File: config.mk
export PLATFORM = sky130hd
export DESIGN_NAME = ultrasonic_echo_ranger
export DESIGN_NICKNAME = d
export VERILOG_FILES = /design/src/rtl/uer_pkg.sv /design/src/rtl/uer_div.sv /design/src/rtl/ultrasonic_echo_ranger.sv
export SDC_FILE = /design/constraint.sdc
export NUM_CORES = 2
export LEC_CHECK = 0
export ABC_CLOCK_PERIOD_IN_PS = 58800
export BUFFER_PORTS_ARGS = -buffer_cell sky130_fd_sc_hd__buf_4
export CAP_MARGIN = 20
export CELL_PAD_IN_SITES_DETAIL_PLACEMENT = 0
export CELL_PAD_IN_SITES_GLOBAL_PLACEMENT = 1
export CORE_ASPECT_RATIO = 0.8
export CORE_UTILIZATION = 50
export DETAILED_ROUTE_END_ITERATION = 8
export GPL_TIMING_DRIVEN = 0
export PLACE_DENSITY = 0.78
export SYNTH_ARGS = -nofsm -noshare
export SYNTH_HDL_FRONTEND = slang
export SYNTH_HIERARCHICAL = 1
export SYNTH_SLANG_ARGS = --single-unit
File: constraint.sdc
create_clock -name clk -period 58.8 [get_ports clk]
set_input_delay 2.94 -clock clk [delete_from_list [all_inputs] [get_ports clk]]
set_output_delay 2.94 -clock clk [all_outputs]
set_load 0.02 [all_outputs]
File: src/rtl/uer_pkg.sv
`timescale 1ns / 1ps

package uer_pkg;

	localparam int OVERFLOW_BITS_DEF = 14;
	localparam int HISTORY_DEPTH_DEF = 3;

	localparam int CAPT_W = 16;
	localparam int UM_W   = 10;
	localparam int DIST_W = 40;

	localparam logic [UM_W-1:0]   UM_RESET     = 10'd170;
	localparam logic [CAPT_W-1:0] CAPT_WRAPPED = 16'hffff;

	typedef enum logic [1:0] {
		KIND_TIMER = 2'd0,
		KIND_TRIG  = 2'd1,
		KIND_READ  = 2'd2
	} kind_t;

	// control and payload that ride along with the mean computation
	typedef struct packed {
		logic              fire;
		logic              ready;
		logic              warm;
		logic [DIST_W-1:0] raw;
	} side_t;

	typedef struct packed {
		logic              fire;
		logic              ready;
		logic [DIST_W-1:0] raw;
		logic [DIST_W-1:0] filt;
	} res_t;

endpackage

File: src/rtl/uer_div.sv
`timescale 1ns / 1ps

module uer_div import uer_pkg::*; #(
	parameter int HISTORY_DEPTH = HISTORY_DEPTH_DEF
) (
	input  logic                                        clk,
	input  logic                                        arst_n,
	input  logic                                        adv,
	input  logic                                        in_v,
	input  logic [DIST_W+$clog2(HISTORY_DEPTH)-1:0]     in_sum,
	input  side_t                                       in_side,
	output logic                                        out_v,
	output logic [DIST_W-1:0]                           out_quot,
	output side_t                                       out_side
);

	localparam int SUMW = DIST_W + $clog2(HISTORY_DEPTH);
	localparam int RB   = (HISTORY_DEPTH > 1) ? $clog2(HISTORY_DEPTH) : 1;
	localparam int XW   = RB + 4;
	localparam int NCH  = (SUMW + 3) / 4;
	localparam int NDS  = (NCH + 1) / 2;
	localparam int PADW = NDS * 8;

	logic [3:0]    qtab [2**XW];
	logic [RB-1:0] rtab [2**XW];

	for (genvar gx = 0; gx < 2**XW; gx++) begin : g_tab
		assign qtab[gx] = 4'(gx / HISTORY_DEPTH);
		assign rtab[gx] = RB'(gx % HISTORY_DEPTH);
	end

	logic            v_q    [NDS];
	logic [PADW-1:0] quot_q [NDS];
	side_t           side_q [NDS];
	logic [PADW-1:0] num_q  [NDS-1];
	logic [RB-1:0]   rem_q  [NDS-1];

	// two remainder-chained nibbles of the long division per stage, MSB first
	for (genvar j = 0; j < NDS; j++) begin : g_stg
		localparam int C1 = 2 * NDS - 1 - 2 * j;
		localparam int C2 = C1 - 1;

		logic            vi;
		logic [PADW-1:0] ni;
		logic [PADW-1:0] qi;
		logic [RB-1:0]   ri;
		side_t           si;
		logic [XW-1:0]   x1;
		logic [XW-1:0]   x2;
		logic [RB-1:0]   r1;
		logic [RB-1:0]   r2;
		logic [3:0]      q1;
		logic [3:0]      q2;
		logic [PADW-1:0] qo;

		if (j == 0) begin : g_first
			assign vi = in_v;
			assign ni = PADW'(in_sum);
			assign qi = '0;
			assign ri = '0;
			assign si = in_side;
		end else begin : g_next
			assign vi = v_q[j-1];
			assign ni = num_q[j-1];
			assign qi = quot_q[j-1];
			assign ri = rem_q[j-1];
			assign si = side_q[j-1];
		end

		assign x1 = {ri, ni[C1*4 +: 4]};
		assign q1 = qtab[x1];
		assign r1 = rtab[x1];
		assign x2 = {r1, ni[C2*4 +: 4]};
		assign q2 = qtab[x2];
		assign r2 = rtab[x2];

		always_comb begin
			qo = qi;
			qo[C1*4 +: 4] = q1;
			qo[C2*4 +: 4] = q2;
		end

		always_ff @(posedge clk or negedge arst_n) begin
			if (!arst_n) begin
				v_q[j] <= 1'b0;
			end else if (adv) begin
				v_q[j] <= vi;
			end
		end

		always_ff @(posedge clk) begin
			if (adv) begin
				quot_q[j] <= qo;
				side_q[j] <= si;
			end
		end

		if (j < NDS - 1) begin : g_carry
			always_ff @(posedge clk) begin
				if (adv) begin
					num_q[j] <= ni;
					rem_q[j] <= r2;
				end
			end
		end
	end

	assign out_v    = v_q[NDS-1];
	assign out_quot = quot_q[NDS-1][DIST_W-1:0];
	assign out_side = side_q[NDS-1];

endmodule

File: src/rtl/ultrasonic_echo_ranger.sv
`timescale 1ns / 1ps

// Ultrasonic echo pulse ranger. Takes timer events, trigger requests and
// distance reads, one item per clock while in_stall is low, and returns one
// result item for each. Measurement state is updated in the cycle an item
// is taken. Two stages follow: the distance (ticks times um_per_tick, a
// 30x10 multiplier at the default overflow width) and then the mean of the
// HISTORY_DEPTH readings before it (the raw reading itself while the history
// fills), by a constant divider that retires eight quotient bits per stage.
// The divider has NDS stages, ceil(ceil(SUMW/4)/2), with SUMW being 40 plus
// ceil(log2(HISTORY_DEPTH)). Sustained rate is one item per cycle while
// results are taken. The pipeline keeps moving while a result waits, and a
// two-entry output buffer takes the next result. The input stalls while
// both entries are full. um_per_tick must be written only while no item is
// in flight; the block itself does not enforce this.

module ultrasonic_echo_ranger import uer_pkg::*; #(
	parameter int OVERFLOW_BITS = OVERFLOW_BITS_DEF,
	parameter int HISTORY_DEPTH = HISTORY_DEPTH_DEF
) (
	input  logic              clk,
	input  logic              arst_n,
	input  logic              cfg_we,
	input  logic [UM_W-1:0]   cfg_wdata,
	input  logic              in_valid,
	output logic              in_stall,
	input  logic [1:0]        kind,
	input  logic              overflow_event,
	input  logic              capture_event,
	input  logic [CAPT_W-1:0] capture_value,
	output logic              out_valid,
	input  logic              out_stall,
	output logic              trigger_fire,
	output logic              reading_ready,
	output logic [DIST_W-1:0] raw_distance_um,
	output logic [DIST_W-1:0] filtered_distance_um
);

	localparam int TW   = OVERFLOW_BITS + CAPT_W;
	localparam int PRW  = TW + UM_W;
	localparam int PTRW = (HISTORY_DEPTH > 1) ? $clog2(HISTORY_DEPTH) : 1;
	localparam int WUW  = $clog2(HISTORY_DEPTH + 1);
	localparam int SUMW = DIST_W + $clog2(HISTORY_DEPTH);

	localparam logic [PTRW-1:0]          PTR_LAST = PTRW'(HISTORY_DEPTH - 1);
	localparam logic [WUW-1:0]           WU_FULL  = WUW'(HISTORY_DEPTH);
	localparam logic [OVERFLOW_BITS-1:0] OVF_MAX  = '1;

	logic [UM_W-1:0]          um_q;
	logic                     fin_q;
	logic                     echo_q;
	logic [OVERFLOW_BITS-1:0] ovf_cnt_q;
	logic [CAPT_W-1:0]        lat_q;
	logic                     armed_q;
	logic [WUW-1:0]           wu_q;
	logic [PTRW-1:0]          ptr_q;
	logic [DIST_W-1:0]        hist_q [HISTORY_DEPTH];
	logic [SUMW-1:0]          sum_q;

	logic                     fin_n;
	logic                     echo_n;
	logic [OVERFLOW_BITS-1:0] ovf_cnt_n;
	logic [CAPT_W-1:0]        lat_n;
	logic                     armed_n;
	logic [WUW-1:0]           wu_n;
	logic [PTRW-1:0]          ptr_n;
	logic                     fire_c;
	logic                     ok_c;
	logic                     warm_c;
	logic [TW-1:0]            ticks_c;

	logic                     adv;
	logic                     accept;

	logic                     v_s1;
	logic                     fire_s1;
	logic                     ok_s1;
	logic                     warm_s1;
	logic [PTRW-1:0]          ptr_s1;
	logic [TW-1:0]            ticks_s1;
	logic [PRW-1:0]           prod_s1;

	logic                     v_s2;
	logic                     fire_s2;
	logic                     ok_s2;
	logic                     warm_s2;
	logic [PTRW-1:0]          ptr_s2;
	logic [DIST_W-1:0]        raw_s2;

	side_t                    div_side_in;
	logic                     div_v;
	logic [DIST_W-1:0]        div_quot;
	side_t                    div_side;
	res_t                     res_c;

	logic                     out_v_q;
	res_t                     out_q;
	logic                     skid_v_q;
	res_t                     skid_q;
	logic                     out_take;

	assign adv      = !skid_v_q;
	assign in_stall = skid_v_q;
	assign accept   = in_valid && adv;

	assign ticks_c = {ovf_cnt_q, {CAPT_W{1'b0}}} - TW'(ovf_cnt_q) + TW'(lat_q);

	always_comb begin
		fin_n     = fin_q;
		echo_n    = echo_q;
		ovf_cnt_n = ovf_cnt_q;
		lat_n     = lat_q;
		armed_n   = armed_q;
		wu_n      = wu_q;
		ptr_n     = ptr_q;
		fire_c    = 1'b0;
		ok_c      = 1'b0;
		warm_c    = 1'b0;
		unique case (kind)
			KIND_TIMER: begin
				if (!fin_q) begin
					if (overflow_event && echo_q) begin
						if (ovf_cnt_q == OVF_MAX) begin
							fin_n = 1'b1;
							lat_n = CAPT_WRAPPED;
						end else begin
							ovf_cnt_n = ovf_cnt_q + 1'b1;
						end
					end
					if (capture_event) begin
						if (echo_q) begin
							fin_n = 1'b1;
							lat_n = capture_value;
						end else begin
							ovf_cnt_n = '0;
							lat_n     = '0;
							fin_n     = 1'b0;
							echo_n    = 1'b1;
						end
					end
				end
			end
			KIND_TRIG: begin
				if (!armed_q && !echo_q && !fin_q) begin
					armed_n = 1'b1;
					fire_c  = 1'b1;
				end
			end
			KIND_READ: begin
				if (fin_q) begin
					fin_n     = 1'b0;
					echo_n    = 1'b0;
					ovf_cnt_n = '0;
					armed_n   = 1'b0;
					ok_c      = (ovf_cnt_q != '0 || lat_q != '0) && um_q != '0;
					if (ok_c) begin
						warm_c = wu_q != WU_FULL;
						if (warm_c) begin
							wu_n = wu_q + 1'b1;
						end
						ptr_n = (ptr_q == PTR_LAST) ? '0 : ptr_q + 1'b1;
					end
				end
			end
			default: begin
			end
		endcase
	end

	always_ff @(posedge clk or negedge arst_n) begin
		if (!arst_n) begin
			um_q <= UM_RESET;
		end else if (cfg_we) begin
			um_q <= cfg_wdata;
		end
	end

	always_ff @(posedge clk or negedge arst_n) begin
		if (!arst_n) begin
			fin_q     <= 1'b0;
			echo_q    <= 1'b0;
			ovf_cnt_q <= '0;
			lat_q     <= '0;
			armed_q   <= 1'b0;
			wu_q      <= '0;
			ptr_q     <= '0;
		end else if (accept) begin
			fin_q     <= fin_n;
			echo_q    <= echo_n;
			ovf_cnt_q <= ovf_cnt_n;
			lat_q     <= lat_n;
			armed_q   <= armed_n;
			wu_q      <= wu_n;
			ptr_q     <= ptr_n;
		end
	end

	always_ff @(posedge clk or negedge arst_n) begin
		if (!arst_n) begin
			v_s1 <= 1'b0;
			v_s2 <= 1'b0;
		end else if (adv) begin
			v_s1 <= accept;
			v_s2 <= v_s1;
		end
	end

	assign prod_s1 = PRW'(ticks_s1) * PRW'(um_q);

	always_ff @(posedge clk) begin
		if (adv) begin
			fire_s1  <= fire_c;
			ok_s1    <= ok_c;
			warm_s1  <= warm_c;
			ptr_s1   <= ptr_q;
			ticks_s1 <= ticks_c;
			fire_s2  <= fire_s1;
			ok_s2    <= ok_s1;
			warm_s2  <= warm_s1;
			ptr_s2   <= ptr_s1;
			raw_s2   <= DIST_W'(prod_s1);
		end
	end

	// replace the oldest reading and keep the running sum in step
	always_ff @(posedge clk or negedge arst_n) begin
		if (!arst_n) begin
			for (int i = 0; i < HISTORY_DEPTH; i++) begin
				hist_q[i] <= '0;
			end
			sum_q <= '0;
		end else if (adv && v_s2 && ok_s2) begin
			hist_q[ptr_s2] <= raw_s2;
			sum_q          <= sum_q - SUMW'(hist_q[ptr_s2]) + SUMW'(raw_s2);
		end
	end

	assign div_side_in.fire  = fire_s2;
	assign div_side_in.ready = ok_s2;
	assign div_side_in.warm  = warm_s2;
	assign div_side_in.raw   = ok_s2 ? raw_s2 : '0;

	uer_div #(
		.HISTORY_DEPTH(HISTORY_DEPTH)
	) u_div (
		.clk     (clk),
		.arst_n  (arst_n),
		.adv     (adv),
		.in_v    (v_s2),
		.in_sum  (sum_q),
		.in_side (div_side_in),
		.out_v   (div_v),
		.out_quot(div_quot),
		.out_side(div_side)
	);

	always_comb begin
		res_c.fire  = div_side.fire;
		res_c.ready = div_side.ready;
		res_c.raw   = div_side.raw;
		if (!div_side.ready) begin
			res_c.filt = '0;
		end else if (div_side.warm) begin
			res_c.filt = div_side.raw;
		end else begin
			res_c.filt = div_quot;
		end
	end

	assign out_take = out_v_q && !out_stall;

	always_ff @(posedge clk or negedge arst_n) begin
		if (!arst_n) begin
			out_v_q  <= 1'b0;
			skid_v_q <= 1'b0;
		end else if (skid_v_q) begin
			if (out_take) begin
				skid_v_q <= 1'b0;
			end
		end else if (div_v) begin
			if (!out_v_q || out_take) begin
				out_v_q <= 1'b1;
			end else begin
				skid_v_q <= 1'b1;
			end
		end else if (out_take) begin
			out_v_q <= 1'b0;
		end
	end

	always_ff @(posedge clk) begin
		if (skid_v_q) begin
			if (out_take) begin
				out_q <= skid_q;
			end
		end else if (div_v) begin
			if (!out_v_q || out_take) begin
				out_q <= res_c;
			end else begin
				skid_q <= res_c;
			end
		end
	end

	assign out_valid            = out_v_q;
	assign trigger_fire         = out_q.fire;
	assign reading_ready        = out_q.ready;
	assign raw_distance_um      = out_q.raw;
	assign filtered_distance_um = out_q.filt;

endmodule

==> PnR_summary.wiki <==
{| class="wikitable"
! Metric !! Value
|-
| Synth unique cells || 122
|-
| First-pass GRT wire length || around 180 mm
|-
| Pins over their slew limit || 0
|-
| Sequential cell area fraction in the yosys report || 0.530
|-
| Count of maximum capacitance violations || 0
|-
| Fraction of synthesized cell area taken by the top area cell type || 0.427
|-
| DRC errors left || 0
|-
| Required time at the endpoint of the critical path || 59.19 ns
|-
| Worst-Margin Slew || roughly 1.1 ns
|-
| Detailed router's first-iteration violation count || roughly 2500
|-
| Yosys reg bits || 971
|-
| Gp weighted congestion || 0.894
|-
| Via-per-instance ratio || roughly 5.3
|-
| Routing layer with the top usage in global route || met2
|-
| Total global routing track utilization || 0.205
|-
| Ordered list of cells on the worst path || clkbuf_1 > nand2_1 > fa_1 > inv_1 > fa_1 > inv_1 > fa_1 > inv_1 > fa_1 > inv_1 > fa_1 > inv_1 > ha_1 > nor2_1 > a21oi_1 > and3_1 > a21oi_1 > o21ai_0 > a21oi_1 > o31ai_1 > a21o_1 > a21oi_1 > xnor2_1
|-
| Total of cells resized after clock tree synthesis || 0
|-
| Total placed instance area || around 56000 µm²
|-
| Worst-Skew Late Latency || approximately 0.69 ns
|-
| Longest individual stage delay on the worst path || roughly 0.57 ns
|-
| Max Fclk || between 100 and 150 MHz
|-
| Fill cell total of the finished layout || between 8000 and 9000
|-
| Clock Pin Slew Worst Setup and Hold Paths || 0.06 ns
|-
| Total congestion overflow || 0
|-
| GR Layer Usage met1 || 0.304
|-
| Pre-antenna DRT Iters || 5
|-
| Number of global-route vias before repair || 31900
|-
| Asr flop ratio synth || 0.226
|-
| Clock Root Buffer || sky130_fd_sc_hd__clkbuf_16
|-
| Number of core rows || 106
|-
| Post-synth EDFFs || 752
|-
| Startpoint type of the worst setup path || register
|-
| Most frequent cells in the layout || sky130_fd_sc_hd__edfxtp_1, sky130_fd_sc_hd__nand2_1, sky130_fd_sc_hd__inv_1
|-
| Routed wire length per instance || between 15 and 20 µm
|-
| Post-CTS Setup Repair Bufs || 0
|-
| Arrival time worst endpoint || 7.57 ns
|-
| Type of the worst setup path || register to register
|-
| Total of hold buffers inserted after clock tree synthesis || 0
|-
| Total number of H-tree levels || 3
|-
| Antenna fix cells || 0
|-
| Deepest clock path buffer count || 3
|-
| Port buffer count || approximately 120
|-
| Vias post-DR || between 30000 and 40000
|-
| Half-perimeter wire length after placement || about 80 mm
|-
| Fin Clk Skew || 0.0476 ns
|-
| Share of post-route cells with drive strength above 1 || 0.120
|-
| Status || complete, no violations
|-
| Hold Violations, Final || 0
|-
| WL final || approximately 110 mm
|-
| Number of buffers inserted during clock tree synthesis || 97
|-
| Number of nets in the synthesized netlist || roughly 4900
|-
| Number of routed nets with antenna violations || 0
|-
| Post-synth top area cell || sky130_fd_sc_hd__edfxtp_1
|-
| Antenna violations before repair || 2
|-
| Top Ports || approximately 120
|-
| Largest net degree at the start of global routing || about 110
|-
| Share of the clock period used by the worst path || 0.122
|-
| Post-synthesis cell count || 4373
|-
| Average instance area after synthesis || 12.1 µm²
|-
| Most common library cell in the layout ignoring fill and taps || sky130_fd_sc_hd__edfxtp_1
|-
| Met2 track demand over resource in global routing || 0.312
|-
| Worst slew margin || 0.268
|-
| TritonCTS clock tree || done
|-
| Number of nets in the finished design || roughly 5100
|-
| CP Capture Type || register
|-
| Cell area after layout || between 50000 and 60000 µm²
|-
| Layout overhead on the synthesized area || 12.2%
|-
| Unrepaired setup endpoints after global routing || no
|-
| Endpoints failing setup || 0
|-
| Die Ht || around 290 µm
|-
| Ys Warns || 6
|-
| Type of the tightest min-delay check || register to register
|-
| Shortest clock period the worst path allows after layout || 7.18 ns
|-
| Top fanout value on the critical path || 10
|-
| Library cell contributing the largest single delay on the critical path || sky130_fd_sc_hd__o21ai_0
|-
| Floorplan die width || 366 µm
|-
| Effective utilization at floorplan || 0.506
|-
| Total standard cell area after synthesis || roughly 53000 µm²
|-
| Predominant post-synthesis flop cell || sky130_fd_sc_hd__edfxtp_1
|-
| Clock Sink Count || slightly below 1000
|-
| Placeable core region || roughly 100000 µm²
|-
| Final sum of negative setup slack || 0 ns
|-
| Die area || roughly 110000 µm²
|-
| Register-to-register path setup slack || between 50 and 60 ns
|-
| Synth top area cells || sky130_fd_sc_hd__edfxtp_1, sky130_fd_sc_hd__dfrtp_1, sky130_fd_sc_hd__fa_1, sky130_fd_sc_hd__ha_1, sky130_fd_sc_hd__nand2_1
|-
| Met3 global-route usage || 0.0367
|}
area by class of cell:
type	count	area (µm²)	share of cell area
Sequential cell	971	28100	0.473
Clock buffer	129	2630	0.0443
Tap cell	1404	1760	0.0296
Multi-Input combinational cell	2723	22200	0.374
Inverter	458	1730	0.0292
Clock inverter	54	659	0.0111
Buffer	221	942	0.0159
Timing Repair Buffer	139	1370	0.0231
per-layer routing:
metal | up-vias | wire [µm]
met5 | - | 0
met4 | 0 | 2530
met3 | 140 | 5650
met2 | 730 | 47200
met1 | 15700 | 52600
li1 | 15600 | -
state kept, by name (all words and copies together), names as in the netlist, 2 cells and up:
| signal | flops |
|---|---|
| filtered_distance_um | 40 |
| skid_q | 82 |
| ticks_s1 | 30 |
| ptr_s1 | 2 |
| raw_s2 | 40 |
| u_div/num_q | 120 |
| ptr_s2 | 2 |
| lat_q | 16 |
| wu_q | 2 |
| raw_distance_um | 40 |
| hist_q | 120 |
| u_div/rem_q | 10 |
| sum_q | 42 |
| um_q | 10 |
| u_div/side_q | 258 |
| u_div/g_stg.vi | 5 |
| ptr_q | 2 |
| u_div/quot_q | 120 |
| ovf_cnt_q | 14 |
final timing paths:
check | start | to | cells past startpoint
hold / removal | u_div/quot_q[3][37] | u_div/quot_q[4][37] | 0
min in group asynchronous | arst_n | ovf_cnt_q[9] | 1
setup / recovery | um_q[3] | raw_s2[39] | 23
setup reg to reg | um_q[3] | raw_s2[39] | 23
max in group asynchronous | arst_n | in_stall | 3
hold reg to reg | u_div/quot_q[3][37] | u_div/quot_q[4][37] | 0
logic make-up (layout without fill, tap and decap cells):
kind of cell,Yosys count,after routing,synth area share
buffers and inverters,679,1001,0.0505
multiplexers,279,279,0.0568
adder cells (fa/ha/maj),452,452,0.144
flip-flops,971,971,0.530
XOR/XNOR,125,125,0.0212
AND/OR/NAND/NOR,1155,1155,0.108
AO/OA/AOI/OAI,712,712,0.0894
metrics by stage:
stage	cells	hold slack (ns)	utilization	setup WS (ns)
2_1_floorplan	4373	0.400	-	33.43
3_3_place_gp	5892	0.400	0.531	23.60
3_5_place_dp	5916	0.405	0.536	51.78
4_1_cts	6099	0.384	0.567	51.76
5_1_grt	6099	0.391	0.567	51.28
6_report	6099	0.383	0.567	51.62
cell usage after synthesis (all sizes together), types with 41 or more instances:
cell / n
fa: 263
a21o: 62
mux2i: 124
and2: 209
nand2: 466
buf: 82
ha: 180
xnor2: 84
nor2b: 86
dfrtp: 215
o21ai: 245
clkbuf: 139
edfxtp: 752
xor2: 41
nand3: 62
mux2: 155
inv: 456
nor2: 160
a21oi: 136
critical path, delay by kind of cell (launching register included):
family	cells	cell delay, ns
AO/OA/AOI/OAI	7	1.97
XOR/XNOR	1	0.39
adder cells (fa/ha/maj)	6	2.81
buffers and inverters	6	0.74
flip-flops	1	0.56
AND/OR/NAND/NOR	3	0.43
Power is not shown: default switching activity piles up to over one toggle a cycle in this logic, so the estimate is an artifact.
